**config.mk**
```make
export PLATFORM = sky130hd
export DESIGN_NAME = tap_tempo_estimator_unit
export DESIGN_NICKNAME = d
export VERILOG_FILES = /design/src/hdl/tte_pkg.sv /design/src/hdl/tap_tempo_estimator_unit.sv /design/src/hdl/tte_ram.sv /design/src/hdl/tte_divider.sv
export SDC_FILE = /design/constraint.sdc
export NUM_CORES = 1
export LEC_CHECK = 0
export BUFFER_PORTS_ARGS = -buffer_cell sky130_fd_sc_hd__clkbuf_2
export CAP_MARGIN = 25
export CORE_MARGIN = 1
export CORE_UTILIZATION = 63
export DETAILED_ROUTE_END_ITERATION = 10
export PLACE_DENSITY_LB_ADDON = 0.05
export SETUP_SLACK_MARGIN = 0.05
export SYNTH_ARGS = -nofsm -noshare
export SYNTH_HDL_FRONTEND = slang
export SYNTH_SLANG_ARGS = --single-unit
```
**constraint.sdc**
```tcl
create_clock -name clk -period 7.65 [get_ports clk]
set_input_delay 0 -clock clk [delete_from_list [all_inputs] [get_ports clk]]
set_output_delay 0 -clock clk [all_outputs]
set_load 0.02 [all_outputs]
```
**src/hdl/tte_pkg.sv**
```systemverilog
package tte_pkg;

    localparam int TAP_HISTORY_DEF = 4;

    localparam int TIME_W    = 40;
    localparam int GAP_W     = 24;
    localparam int TEMPO_W   = 20;
    localparam int CFG_W     = 24;
    localparam int CFG_IDX_W = 2;

    // Numerator 60e9 * (count - 1) stays below 2^41 for up to 32 held taps.
    localparam int NUM_W = 41;
    localparam logic [NUM_W-1:0] MILLI_MINUTE_US = 41'd60000000000;

    localparam logic [CFG_IDX_W-1:0] CFG_GAP_TIMEOUT = 2'd0;
    localparam logic [CFG_IDX_W-1:0] CFG_MIN_TEMPO   = 2'd1;
    localparam logic [CFG_IDX_W-1:0] CFG_MAX_TEMPO   = 2'd2;

    localparam logic [GAP_W-1:0]   GAP_TIMEOUT_RST = 24'd2000000;
    localparam logic [TEMPO_W-1:0] MIN_TEMPO_RST   = 20'd30000;
    localparam logic [TEMPO_W-1:0] MAX_TEMPO_RST   = 20'd240000;

    typedef enum logic [2:0] {
        ST_IDLE,
        ST_GAP,
        ST_RD_OLD,
        ST_SPAN,
        ST_DIV,
        ST_ROUND,
        ST_DONE
    } tte_state_t;

    typedef struct packed {
        logic busy;
        logic done;
    } div_stat_t;

endpackage

```
**src/hdl/tap_tempo_estimator_unit.sv**
```systemverilog
// A computed tempo takes an accepted tap through the gap check, the oldest-tap read, the
// span, 41 restoring divider steps, rounding and the output load. No new tap is taken
// until the result beat is loaded, so the iterative divider holds taps back on that path;
// a result beat waiting at the output holds the next one back. Fewer than three held taps
// go from the gap check straight to the output load; a non-positive span skips the divider.
// Reset (rst_n, asynchronous, active low) empties the tap history and restores defaults.
module tap_tempo_estimator_unit #(
    parameter int TAP_HISTORY = tte_pkg::TAP_HISTORY_DEF
) (
    input  logic                          clk,
    input  logic                          rst_n,
    input  logic                          s_tvalid,
    output logic                          s_tready,
    input  logic [39:0]                   s_tdata,   // [39:0] tap_time_us
    output logic                          m_tvalid,
    input  logic                          m_tready,
    output logic [23:0]                   m_tdata,   // [19:0] tempo_milli, [23:20] zero
    output logic                          m_tuser,   // [0] tempo_valid
    input  logic                          cfg_we,
    input  logic [tte_pkg::CFG_IDX_W-1:0] cfg_index,
    input  logic [tte_pkg::CFG_W-1:0]     cfg_wdata
);

    localparam int IDX_W   = $clog2(TAP_HISTORY);
    localparam int CNT_W   = $clog2(TAP_HISTORY + 1);
    localparam int TIME_W  = tte_pkg::TIME_W;
    localparam int TEMPO_W = tte_pkg::TEMPO_W;
    localparam int GAP_W   = tte_pkg::GAP_W;
    localparam int NUM_W   = tte_pkg::NUM_W;

    tte_pkg::tte_state_t state_reg, state_next;

    logic [GAP_W-1:0]   gap_timeout_reg;
    logic [TEMPO_W-1:0] min_tempo_reg;
    logic [TEMPO_W-1:0] max_tempo_reg;

    logic [IDX_W-1:0]   slot_reg, slot_next;
    logic [CNT_W-1:0]   held_reg, held_next;
    logic [IDX_W-1:0]   oldest_reg, oldest_next;
    logic [TIME_W-1:0]  now_reg;
    logic               res_ok_reg, res_ok_next;
    logic [NUM_W:0]     q_rnd_reg;
    logic [TIME_W-1:0]  den_hold_reg;

    logic               m_tvalid_reg;
    logic [TEMPO_W-1:0] tempo_reg;
    logic               tempo_valid_reg;

    // RAM and divider hookup
    logic               ram_we;
    logic [IDX_W-1:0]   ram_waddr;
    logic [IDX_W-1:0]   ram_raddr;
    logic [TIME_W-1:0]  ram_rdata;
    logic               div_start;
    logic [NUM_W-1:0]   div_num;
    logic [NUM_W-1:0]   div_q;
    logic [TIME_W-1:0]  div_r;
    tte_pkg::div_stat_t div_stat;

    logic               in_beat;
    logic               out_free;
    logic [IDX_W-1:0]   last_slot;
    logic [TIME_W:0]    t_diff;
    logic               restart;
    logic [IDX_W-1:0]   slot_eff;
    logic [CNT_W-1:0]   held_base;
    logic [CNT_W-1:0]   held_new;
    logic [IDX_W-1:0]   slot_after;
    logic [IDX_W:0]     oldest_sum;
    logic [IDX_W-1:0]   oldest_calc;
    logic               span_ok;
    logic [TIME_W:0]    twice_r;
    logic               round_up;
    logic [TEMPO_W-1:0] clamped;

    assign in_beat  = s_tvalid && s_tready;
    assign out_free = !m_tvalid_reg || m_tready;

    assign last_slot = (slot_reg == '0) ? IDX_W'(TAP_HISTORY - 1) : slot_reg - IDX_W'(1);

    // Signed 41-bit difference of the current tap against the word read back,
    // shared by the gap check and the span.
    assign t_diff = {1'b0, now_reg} - {1'b0, ram_rdata};

    assign restart = (held_reg != '0) && !t_diff[TIME_W]
                     && (t_diff[TIME_W-1:0] > TIME_W'(gap_timeout_reg));
    assign slot_eff   = restart ? '0 : slot_reg;
    assign held_base  = restart ? '0 : held_reg;
    assign held_new   = (held_base == CNT_W'(TAP_HISTORY)) ? held_base
                                                           : held_base + CNT_W'(1);
    assign slot_after = (slot_eff == IDX_W'(TAP_HISTORY - 1)) ? '0 : slot_eff + IDX_W'(1);

    assign oldest_sum  = (IDX_W+1)'(slot_after) + (IDX_W+1)'(TAP_HISTORY)
                         - (IDX_W+1)'(held_new);
    assign oldest_calc = (oldest_sum >= (IDX_W+1)'(TAP_HISTORY))
                         ? IDX_W'(oldest_sum - (IDX_W+1)'(TAP_HISTORY))
                         : IDX_W'(oldest_sum);

    assign span_ok = !t_diff[TIME_W] && (t_diff[TIME_W-1:0] != '0);

    assign div_num = NUM_W'(tte_pkg::MILLI_MINUTE_US * NUM_W'(held_reg - CNT_W'(1)));

    // Round half to even: compare twice the remainder with the divisor.
    assign twice_r  = {div_r, 1'b0};
    assign round_up = (twice_r > {1'b0, den_hold_reg}) ||
                      ((twice_r == {1'b0, den_hold_reg}) && div_q[0]);

    always_comb
    begin
        if (q_rnd_reg < (NUM_W+1)'(min_tempo_reg))
        begin
            clamped = min_tempo_reg;
        end
        else if (q_rnd_reg > (NUM_W+1)'(max_tempo_reg))
        begin
            clamped = max_tempo_reg;
        end
        else
        begin
            clamped = q_rnd_reg[TEMPO_W-1:0];
        end
    end

    // Next state
    always_comb
    begin
        state_next = state_reg;
        unique case (state_reg)
            tte_pkg::ST_IDLE:
            begin
                if (in_beat)
                begin
                    state_next = tte_pkg::ST_GAP;
                end
            end
            tte_pkg::ST_GAP:
            begin
                state_next = (held_new < CNT_W'(3)) ? tte_pkg::ST_DONE : tte_pkg::ST_RD_OLD;
            end
            tte_pkg::ST_RD_OLD:
            begin
                state_next = tte_pkg::ST_SPAN;
            end
            tte_pkg::ST_SPAN:
            begin
                state_next = span_ok ? tte_pkg::ST_DIV : tte_pkg::ST_DONE;
            end
            tte_pkg::ST_DIV:
            begin
                if (div_stat.done)
                begin
                    state_next = tte_pkg::ST_ROUND;
                end
            end
            tte_pkg::ST_ROUND:
            begin
                state_next = tte_pkg::ST_DONE;
            end
            tte_pkg::ST_DONE:
            begin
                if (out_free)
                begin
                    state_next = tte_pkg::ST_IDLE;
                end
            end
            default:
            begin
                state_next = tte_pkg::ST_IDLE;
            end
        endcase
    end

    // Outputs of the sequencer
    always_comb
    begin
        s_tready    = 1'b0;
        ram_we      = 1'b0;
        ram_waddr   = slot_eff;
        ram_raddr   = last_slot;
        div_start   = 1'b0;
        slot_next   = slot_reg;
        held_next   = held_reg;
        oldest_next = oldest_reg;
        res_ok_next = res_ok_reg;
        unique case (state_reg)
            tte_pkg::ST_IDLE:
            begin
                s_tready    = 1'b1;
                res_ok_next = 1'b0;
            end
            tte_pkg::ST_GAP:
            begin
                ram_we      = 1'b1;
                slot_next   = slot_after;
                held_next   = held_new;
                oldest_next = oldest_calc;
            end
            tte_pkg::ST_RD_OLD:
            begin
                ram_raddr = oldest_reg;
            end
            tte_pkg::ST_SPAN:
            begin
                div_start = span_ok && !div_stat.busy;
            end
            tte_pkg::ST_ROUND:
            begin
                res_ok_next = 1'b1;
            end
            default:
            begin
            end
        endcase
    end

    always_ff @(posedge clk or negedge rst_n)
    begin
        if (!rst_n)
        begin
            state_reg       <= tte_pkg::ST_IDLE;
            slot_reg        <= '0;
            held_reg        <= '0;
            res_ok_reg      <= 1'b0;
            m_tvalid_reg    <= 1'b0;
            gap_timeout_reg <= tte_pkg::GAP_TIMEOUT_RST;
            min_tempo_reg   <= tte_pkg::MIN_TEMPO_RST;
            max_tempo_reg   <= tte_pkg::MAX_TEMPO_RST;
        end
        else
        begin
            state_reg  <= state_next;
            slot_reg   <= slot_next;
            held_reg   <= held_next;
            res_ok_reg <= res_ok_next;
            if ((state_reg == tte_pkg::ST_DONE) && out_free)
            begin
                m_tvalid_reg <= 1'b1;
            end
            else if (m_tready)
            begin
                m_tvalid_reg <= 1'b0;
            end
            if (cfg_we)
            begin
                unique case (cfg_index)
                    tte_pkg::CFG_GAP_TIMEOUT: gap_timeout_reg <= cfg_wdata[GAP_W-1:0];
                    tte_pkg::CFG_MIN_TEMPO:   min_tempo_reg   <= cfg_wdata[TEMPO_W-1:0];
                    tte_pkg::CFG_MAX_TEMPO:   max_tempo_reg   <= cfg_wdata[TEMPO_W-1:0];
                    default:
                    begin
                    end
                endcase
            end
        end
    end

    always_ff @(posedge clk)
    begin
        oldest_reg <= oldest_next;
        if (in_beat)
        begin
            now_reg <= s_tdata[TIME_W-1:0];
        end
        if (state_reg == tte_pkg::ST_SPAN)
        begin
            den_hold_reg <= t_diff[TIME_W-1:0];
        end
        if (state_reg == tte_pkg::ST_ROUND)
        begin
            q_rnd_reg <= (NUM_W+1)'(div_q) + (NUM_W+1)'(round_up);
        end
        if ((state_reg == tte_pkg::ST_DONE) && out_free)
        begin
            tempo_valid_reg <= res_ok_reg;
            tempo_reg       <= res_ok_reg ? clamped : '0;
        end
    end

    tte_ram #(
        .WIDTH (TIME_W),
        .DEPTH (TAP_HISTORY)
    ) u_ring (
        .clk   (clk),
        .we    (ram_we),
        .waddr (ram_waddr),
        .wdata (now_reg),
        .raddr (ram_raddr),
        .rdata (ram_rdata)
    );

    tte_divider #(
        .NUM_W (NUM_W),
        .DEN_W (TIME_W)
    ) u_div (
        .clk       (clk),
        .rst_n     (rst_n),
        .start     (div_start),
        .num       (div_num),
        .den       (t_diff[TIME_W-1:0]),
        .quotient  (div_q),
        .remainder (div_r),
        .stat      (div_stat)
    );

    assign m_tvalid = m_tvalid_reg;
    assign m_tdata  = {4'b0, tempo_reg};
    assign m_tuser  = tempo_valid_reg;

endmodule

```
**src/hdl/tte_ram.sv**
```systemverilog
module tte_ram #(
    parameter int WIDTH = 8,
    parameter int DEPTH = 4
) (
    input  logic                     clk,
    input  logic                     we,
    input  logic [$clog2(DEPTH)-1:0] waddr,
    input  logic [WIDTH-1:0]         wdata,
    input  logic [$clog2(DEPTH)-1:0] raddr,
    output logic [WIDTH-1:0]         rdata
);

    logic [WIDTH-1:0] mem [DEPTH];
    logic [WIDTH-1:0] rdata_reg;

    always_ff @(posedge clk)
    begin
        if (we)
        begin
            mem[waddr] <= wdata;
        end
        rdata_reg <= mem[raddr];
    end

    assign rdata = rdata_reg;

endmodule

```
**src/hdl/tte_divider.sv**
```systemverilog
module tte_divider #(
    parameter int NUM_W = tte_pkg::NUM_W,
    parameter int DEN_W = tte_pkg::TIME_W
) (
    input  logic                clk,
    input  logic                rst_n,
    input  logic                start,
    input  logic [NUM_W-1:0]    num,
    input  logic [DEN_W-1:0]    den,
    output logic [NUM_W-1:0]    quotient,
    output logic [DEN_W-1:0]    remainder,
    output tte_pkg::div_stat_t  stat
);

    localparam int CNT_W = $clog2(NUM_W);

    logic             busy_reg, busy_next;
    logic             done_reg, done_next;
    logic [CNT_W-1:0] cnt_reg, cnt_next;
    logic [NUM_W-1:0] quo_reg, quo_next;
    logic [DEN_W-1:0] rem_reg, rem_next;
    logic [DEN_W-1:0] den_reg, den_next;

    logic [DEN_W:0]   trial;
    logic [DEN_W:0]   diff;

    // One restoring step per cycle; the dividend shifts out of the top of the
    // quotient register while quotient bits shift in at the bottom.
    assign trial = {rem_reg, quo_reg[NUM_W-1]};
    assign diff  = trial - {1'b0, den_reg};

    always_comb
    begin
        busy_next = busy_reg;
        done_next = 1'b0;
        cnt_next  = cnt_reg;
        quo_next  = quo_reg;
        rem_next  = rem_reg;
        den_next  = den_reg;
        if (start)
        begin
            busy_next = 1'b1;
            cnt_next  = '0;
            quo_next  = num;
            rem_next  = '0;
            den_next  = den;
        end
        else if (busy_reg)
        begin
            if (!diff[DEN_W])
            begin
                rem_next = diff[DEN_W-1:0];
                quo_next = {quo_reg[NUM_W-2:0], 1'b1};
            end
            else
            begin
                rem_next = trial[DEN_W-1:0];
                quo_next = {quo_reg[NUM_W-2:0], 1'b0};
            end
            if (cnt_reg == CNT_W'(NUM_W - 1))
            begin
                busy_next = 1'b0;
                done_next = 1'b1;
            end
            else
            begin
                cnt_next = cnt_reg + CNT_W'(1);
            end
        end
    end

    always_ff @(posedge clk or negedge rst_n)
    begin
        if (!rst_n)
        begin
            busy_reg <= 1'b0;
            done_reg <= 1'b0;
            cnt_reg  <= '0;
        end
        else
        begin
            busy_reg <= busy_next;
            done_reg <= done_next;
            cnt_reg  <= cnt_next;
        end
    end

    always_ff @(posedge clk)
    begin
        quo_reg <= quo_next;
        rem_reg <= rem_next;
        den_reg <= den_next;
    end

    assign quotient  = quo_reg;
    assign remainder = rem_reg;
    assign stat.busy = busy_reg;
    assign stat.done = done_reg;

endmodule

```
Word-level counts from Yosys, hierarchy flattened
Memory sizes are Yosys's and may differ from the RTL's. A register that Yosys moved wholly into a read port is not among the register bits.
Index checks and enable logic that the tools add are counted.
- add/subtract/negate cells: 11
- multipliers: 1
- div/mod/pow operators: 0
- $lt $le $gt $ge: 6
- equal/unequal tests: 16
- shifts and indexed selects: 0
- mux-type cells: 36
- bitwise gates (word level): 0
- reductions and logical operators: 25
- operator list (operator ; count):
    41-bit 2-to-1 mux ; 2
    41-bit by 1-bit adder with 42-bit output ; 1
    42-bit by 20-bit > comparator with 1-bit output ; 1
    42-bit by 20-bit < comparator with 1-bit output ; 1
    41-bit by 40-bit == test with 1-bit output ; 1
    41-bit by 40-bit > comparator with 1-bit output ; 1
    25-bit by 41-bit multiplier with 30-bit output (first input constant) ; 1
    40-bit by 40-bit subtractor with 41-bit output ; 1
    41-bit by 40-bit subtractor with 41-bit output ; 1
    40-bit by 24-bit > comparator with 1-bit output ; 1
    20-bit 2-to-1 mux ; 2
    40-bit 2-to-1 mux ; 1
    40-bit nonzero test ; 1
    3-bit one-hot mux with 7 select lines ; 1
    3-bit 2-to-1 mux ; 6
    6-bit 2-to-1 mux ; 3
    1-bit 2-to-1 mux ; 14
    3-bit == test (second input constant) ; 4
    2-bit 2-to-1 mux ; 6
    2-bit AND reduction ; 4
    1-bit logical AND ; 7
    6-bit by 1-bit adder with 6-bit output (second input constant) ; 1
    3-bit by 2-bit == test with 1-bit output (second input constant) ; 2
    6-bit == test (second input constant) ; 1
    21 further kinds ; 31
- flip-flop bits (word level): 348
- bits in latches: 0
- RAM bits: 160
- memory bits (read-only): 0
- bits of input ports: 71
- output and inout port bits: 27
- logic and storage cells: 117
- memories kept: 1
- memory list (memory ; words ; width ; read ports ; clocked after Yosys merged registers in ; wr ports ; line ; RTL):
    u_ring.mem ; 4 ; 40 ; 1 ; 1 ; 1 ; tte_ram.sv:13 ; logic [WIDTH-1:0] mem [DEPTH];

Depth between registers and ports, before layout
- depth after elaboration: 11
- gate-level depth with buffers: 27
- depth with buffers taken out: 27

By module
From an unflattened synthesis, not the netlist that was laid out.
- cells, all modules: 2829
- area total of the unflattened synthesis: 31849.3 um2
- modules (own cells, without submodules) (module ; instances ; cells an instance ; area an instance (um2)):
    tap_tempo_estimator_unit ; 1 ; 1798 ; 17534.3
    tte_divider ; 1 ; 778 ; 7666.1
    tte_ram ; 1 ; 253 ; 6648.9

Worst setup path before layout
Ideal clock, no wire load.
- kind: register to register
- start point: register held_reg[1]
- end point: register u_div.quo_reg[39] (netlist: u_div.quotient[39]), data pin
- arrival: 6.196 ns
- required time: 7.389 ns
- setup slack: 1.193 ns
- cell stages (with the launch flop): 27
- cell sequence: dfrtp_1 -> clkbuf_1 -> inv_1 -> ha_1 -> clkbuf_1 -> nand2_1 -> buf_1 -> inv_1 -> fa_1 -> ha_1 -> ha_1 -> ha_1 -> ha_1 -> a21o_1 -> ha_1 -> a21o_1 -> ha_1 -> ha_1 -> a21oi_1 -> o21ai_0 -> a41oi_1 -> nor2b_1 -> o21a_1 -> nor3_1 -> nor4bb_1 -> o31ai_1 -> nand2_1
- cells in the longest elaborated chain, start to end: 3
- ends and longest elaborated chain (item ; line ; RTL):
    start, declared ; tap_tempo_estimator_unit.sv:38 ; logic [CNT_W-1:0] held_reg, held_next;
    start signal, assigned ; tap_tempo_estimator_unit.sv:233 ; held_reg <= held_next;
    3-bit by 1-bit subtractor with 4-bit output ; tap_tempo_estimator_unit.sv:101 ; assign div_num = NUM_W'(tte_pkg::MILLI_MINUTE_US * NUM_W'(held_reg - CNT_W'(1)));
    25-bit by 41-bit multiplier with 30-bit output ; tap_tempo_estimator_unit.sv:101 ;
    41-bit 2-to-1 mux ; tte_divider.sv:40 ; if (start)
    named net u_div.quo_next[39] ; tte_divider.sv:20 ; logic [NUM_W-1:0] quo_reg, quo_next;
    end signal, assigned ; tte_divider.sv:90 ; quo_reg <= quo_next;
    end, declared ; tte_divider.sv:20 ;
The timed path passes the listed nets, and every way through them passes these cells.
A chain may end at the register's enable or synchronous reset.

Worst setup path after layout
- start point: register held_reg[2]
- end point: register u_div.quo_reg[39] (netlist: u_div.quotient[39]), data pin
The elaborated chain is that of the path after synthesis.

==> metrics.md <==
| Metric | Value |
|---|---|
| Initial Util | `around 64%` |
| Initial antenna violation count | `0` |
| Post-synth ARST share | `around 15%` |
| GPL Wtd Cong | `a little over 0.9` |
| Die width | `approximately 220 microns` |
| Critical path class | `register to register` |
| Worst R2R Setup Slack | `slightly above 900 ps` |
| Final Hold Viols | `0` |
| CTS tree | `yes` |
| R2R depth | `25` |
| TritonRoute pass-1 iters | `6` |
| Fin Setup TNS | `0 ps` |
| Top_reg_cell synth | `edfxtp_1` |
| Final Non-Filler Cells | `~3800` |
| Seq/Total Area, Yosys | `between 40 and 50%` |
| Max cap viols | `0` |
| Max H-tree Level | `2` |
| Inst Count DP | `around 3600` |
| Die Y | `approximately 220 microns` |
| Hold EP | `now_reg[32]` |
| Placed wire-length estimate | `about 50 mm` |
| Postcts setup bufs | `0` |
| Cell with the most instances after synthesis | `edfxtp_1` |
| Largest area contributor in the netlist | `edfxtp_1` |
| P&R area growth vs syn | `12.4%` |
| Clock root cell | `clkbuf_16` |
| Detail Route Antenna Nets | `0` |
| Post-Syn Instances | `2911` |
| Layout Skew | `slightly below 40 ps` |
| Layout cells sized above 1 | `9.81%` |
| Final period utilization | `approximately 88%` |
| WP data arrival | `7080 ps` |
| Vias in the first global route | `22300` |
| I/O pin count | `a little under 100` |
| DIE AREA | `50000 sq um` |
| R2r endpoint | `u_div.quotient[39]` |
| GRT Util Overall | `~29%` |
| Worst Max-Slew Pin Slew | `1050 ps` |
| Final wirelength | `between 70 and 80 mm` |
| Clk buf depth | `3` |
| Yosys reg bits | `548` |
| Post_cts resized | `0` |
| Finish-stage setup viols | `0` |
| Number of flops mapped to enable cells by yosys | `375` |
| DR vias/cell | `5.90` |
| Warning count from the yosys run | `0` |
| CTS Hold Bufs | `slightly above 70` |
| Fin crit period | `between 6000 and 7000 ps` |
| Top post-synthesis cells by count | `375 x edfxtp_1, 295 x inv_1, 282 x ha_1, 261 x nand2_1, 170 x o21ai_0` |
| Core area | `slightly below 50000 sq um` |
| Hold Crit Class | `input pin to register` |
| Hold wc startpoint | `s_tdata[32]` |
| Outcome | `finished clean` |
| Cell Area, Synth | `30900 sq um` |
| Max-slew violations | `0` |
| Mean post-synth cell area | `between 10 and 15 sq um` |
| Number of flip-flops in the largest register | `160` |
| Number of CTS-inserted buffers | `55` |
| Setup crit start kind | `register` |
| Max-slew headroom | `between 20% and 30%` |
| Clk sinks | `548` |
| First-pass GRT wire length | `about 120 mm` |
| Synth top area cells | `edfxtp_1 36%, ha_1 11%, dfxtp_1 5.9%` |
| Top cell type's share of synthesized area | `approximately 36%` |
| Clk_lat worst skew | `~630 ps` |
| Fin nets | `3442` |
| Post-synth cell types | `84` |
| Total gr overflow | `0` |
| Min-Delay Path Depth | `2` |
| DRC | `0` |
| Reg clk slew, reported paths | `roughly 60 ps` |
| Drt wl/cell | `about 19 microns` |
| Critical path peak fanout | `19` |
| Pin count of the biggest net entering global routing | `98` |
| Port Buffers | `93` |
| CP endpoint kind | `register` |
| Launch point of the worst reg-to-reg path | `held_reg[2]` |
| Vias | `22200` |
| Unrepaired setup endpoints after global routing | `false` |
| Row count | `80` |
| Worst Path Required | `~8000 ps` |
| Max Freq | `148 MHz` |
| Drt first-iter violations | `about 1600` |
[layout make-up]
cell class / instances / area, sq um
Clock inverter: 28 / 365
Sequential cell: 548 / 15200
Fill cell: 3431 / 13300
Antenna cell: 1 / 2.50
Clock buffer: 76 / 1510
Inverter: 296 / 1110
Multi-Input combinational cell: 1966 / 14300
Timing Repair Buffer: 196 / 1510
Tap cell: 656 / 821
[stage by stage]
step / util, % / instance area [sq um] / hold WS, ps / worst slack [ps]
floorplan: - / 31000 / -296 / 1190
global placement: 66.6 / 32100 / -170 / 1230
detailed placement: 66.7 / 32100 / -167 / 1030
CTS: 72.1 / 34700 / 55.2 / 996
global route: 72.3 / 34800 / 72.3 / 398
finish: 72.3 / 34800 / 80.8 / 914
[placed cells by master, fill, tap and decap left out, types with 15 or more instances in the layout]
cell type and n:
o311ai_1 27, and3_1 29, buf_4 26, a211oi_1 57, nand2b_1 35, nor2_1 98, dlygate4sd3_1 72, nand2_1 261
nor3_1 25, clkbuf_1 17, and2_1 50, mux2_2 44, dfxtp_1 91, xnor2_1 93, nor4_1 15, inv_1 295
a31oi_1 52, dfrtp_1 60, o21ai_0 169, ha_1 282, fa_1 26, clkbuf_16 56, nor2b_1 22, xor2_1 57
a21o_1 76, nand4_1 46, clkbuf_2 92, a21oi_1 149, edfxtp_1 375, dfstp_2 21, nand3_1 104, o21a_1 27
[critical path, stage by stage (launching register included)]
cell,delay [ps]
dfrtp_1,620
clkinv_1,410
ha_1,370
nand2_1,130
nand2_1,120
buf_4,230
inv_1,110
buf_4,310
ha_1,370
fa_1,460
ha_1,280
nand2_1,60
fa_1,510
inv_1,40
ha_1,300
a21oi_1,190
o211a_1,210
o41ai_1,120
a221o_1,320
a41oi_1,330
nor2b_1,90
o21a_1,190
nor3_1,270
nor4bb_1,100
o31ai_1,260
nand2_1,70
[worst max path at each step]
stage	start	to	slack, ps	cells after the start
final	held_reg[2]	u_div.quotient[39]	910	25
after global routing	held_reg[2]	u_div.quotient[39]	400	25
after CTS	held_reg[2]	u_div.quotient[39]	1000	25
after detailed placement	held_reg[2]	u_div.quotient[39]	1030	25
after global placement	held_reg[2]	u_div.quotient[39]	1230	24
after floorplan	held_reg[1]	u_div.quotient[39]	1190	26
[metal layers]
layer / track usage (%) / share of wire, % / up-vias
li1: - / - / 10800
met3: 3.33 / 4.0 / 150
met1: 37.6 / 43 / 10800
met2: 51.2 / 50 / 533
met4: 10.7 / 3.0 / 0
met5: 0 / 0 / -
[logic make-up (layout without fill, tap and decap cells)]
logic type / after synthesis / count (layout) / synth area share (%)
adder cells (fa/ha/maj): 308 / 308 / 13.1
AO/OA/AOI/OAI: 691 / 691 / 14.6
multiplexers: 55 / 55 / 1.96
flip-flops: 548 / 548 / 49.0
buffers and inverters: 408 / 596 / 5.15
AND/OR/NAND/NOR: 748 / 748 / 11.9
other: 1 / 13 / 0.0121
XOR/XNOR: 152 / 152 / 4.30
Power is left out: the tool's default activity adds up to more than one toggle a clock period on the data nets, which glitch-free logic cannot reach.
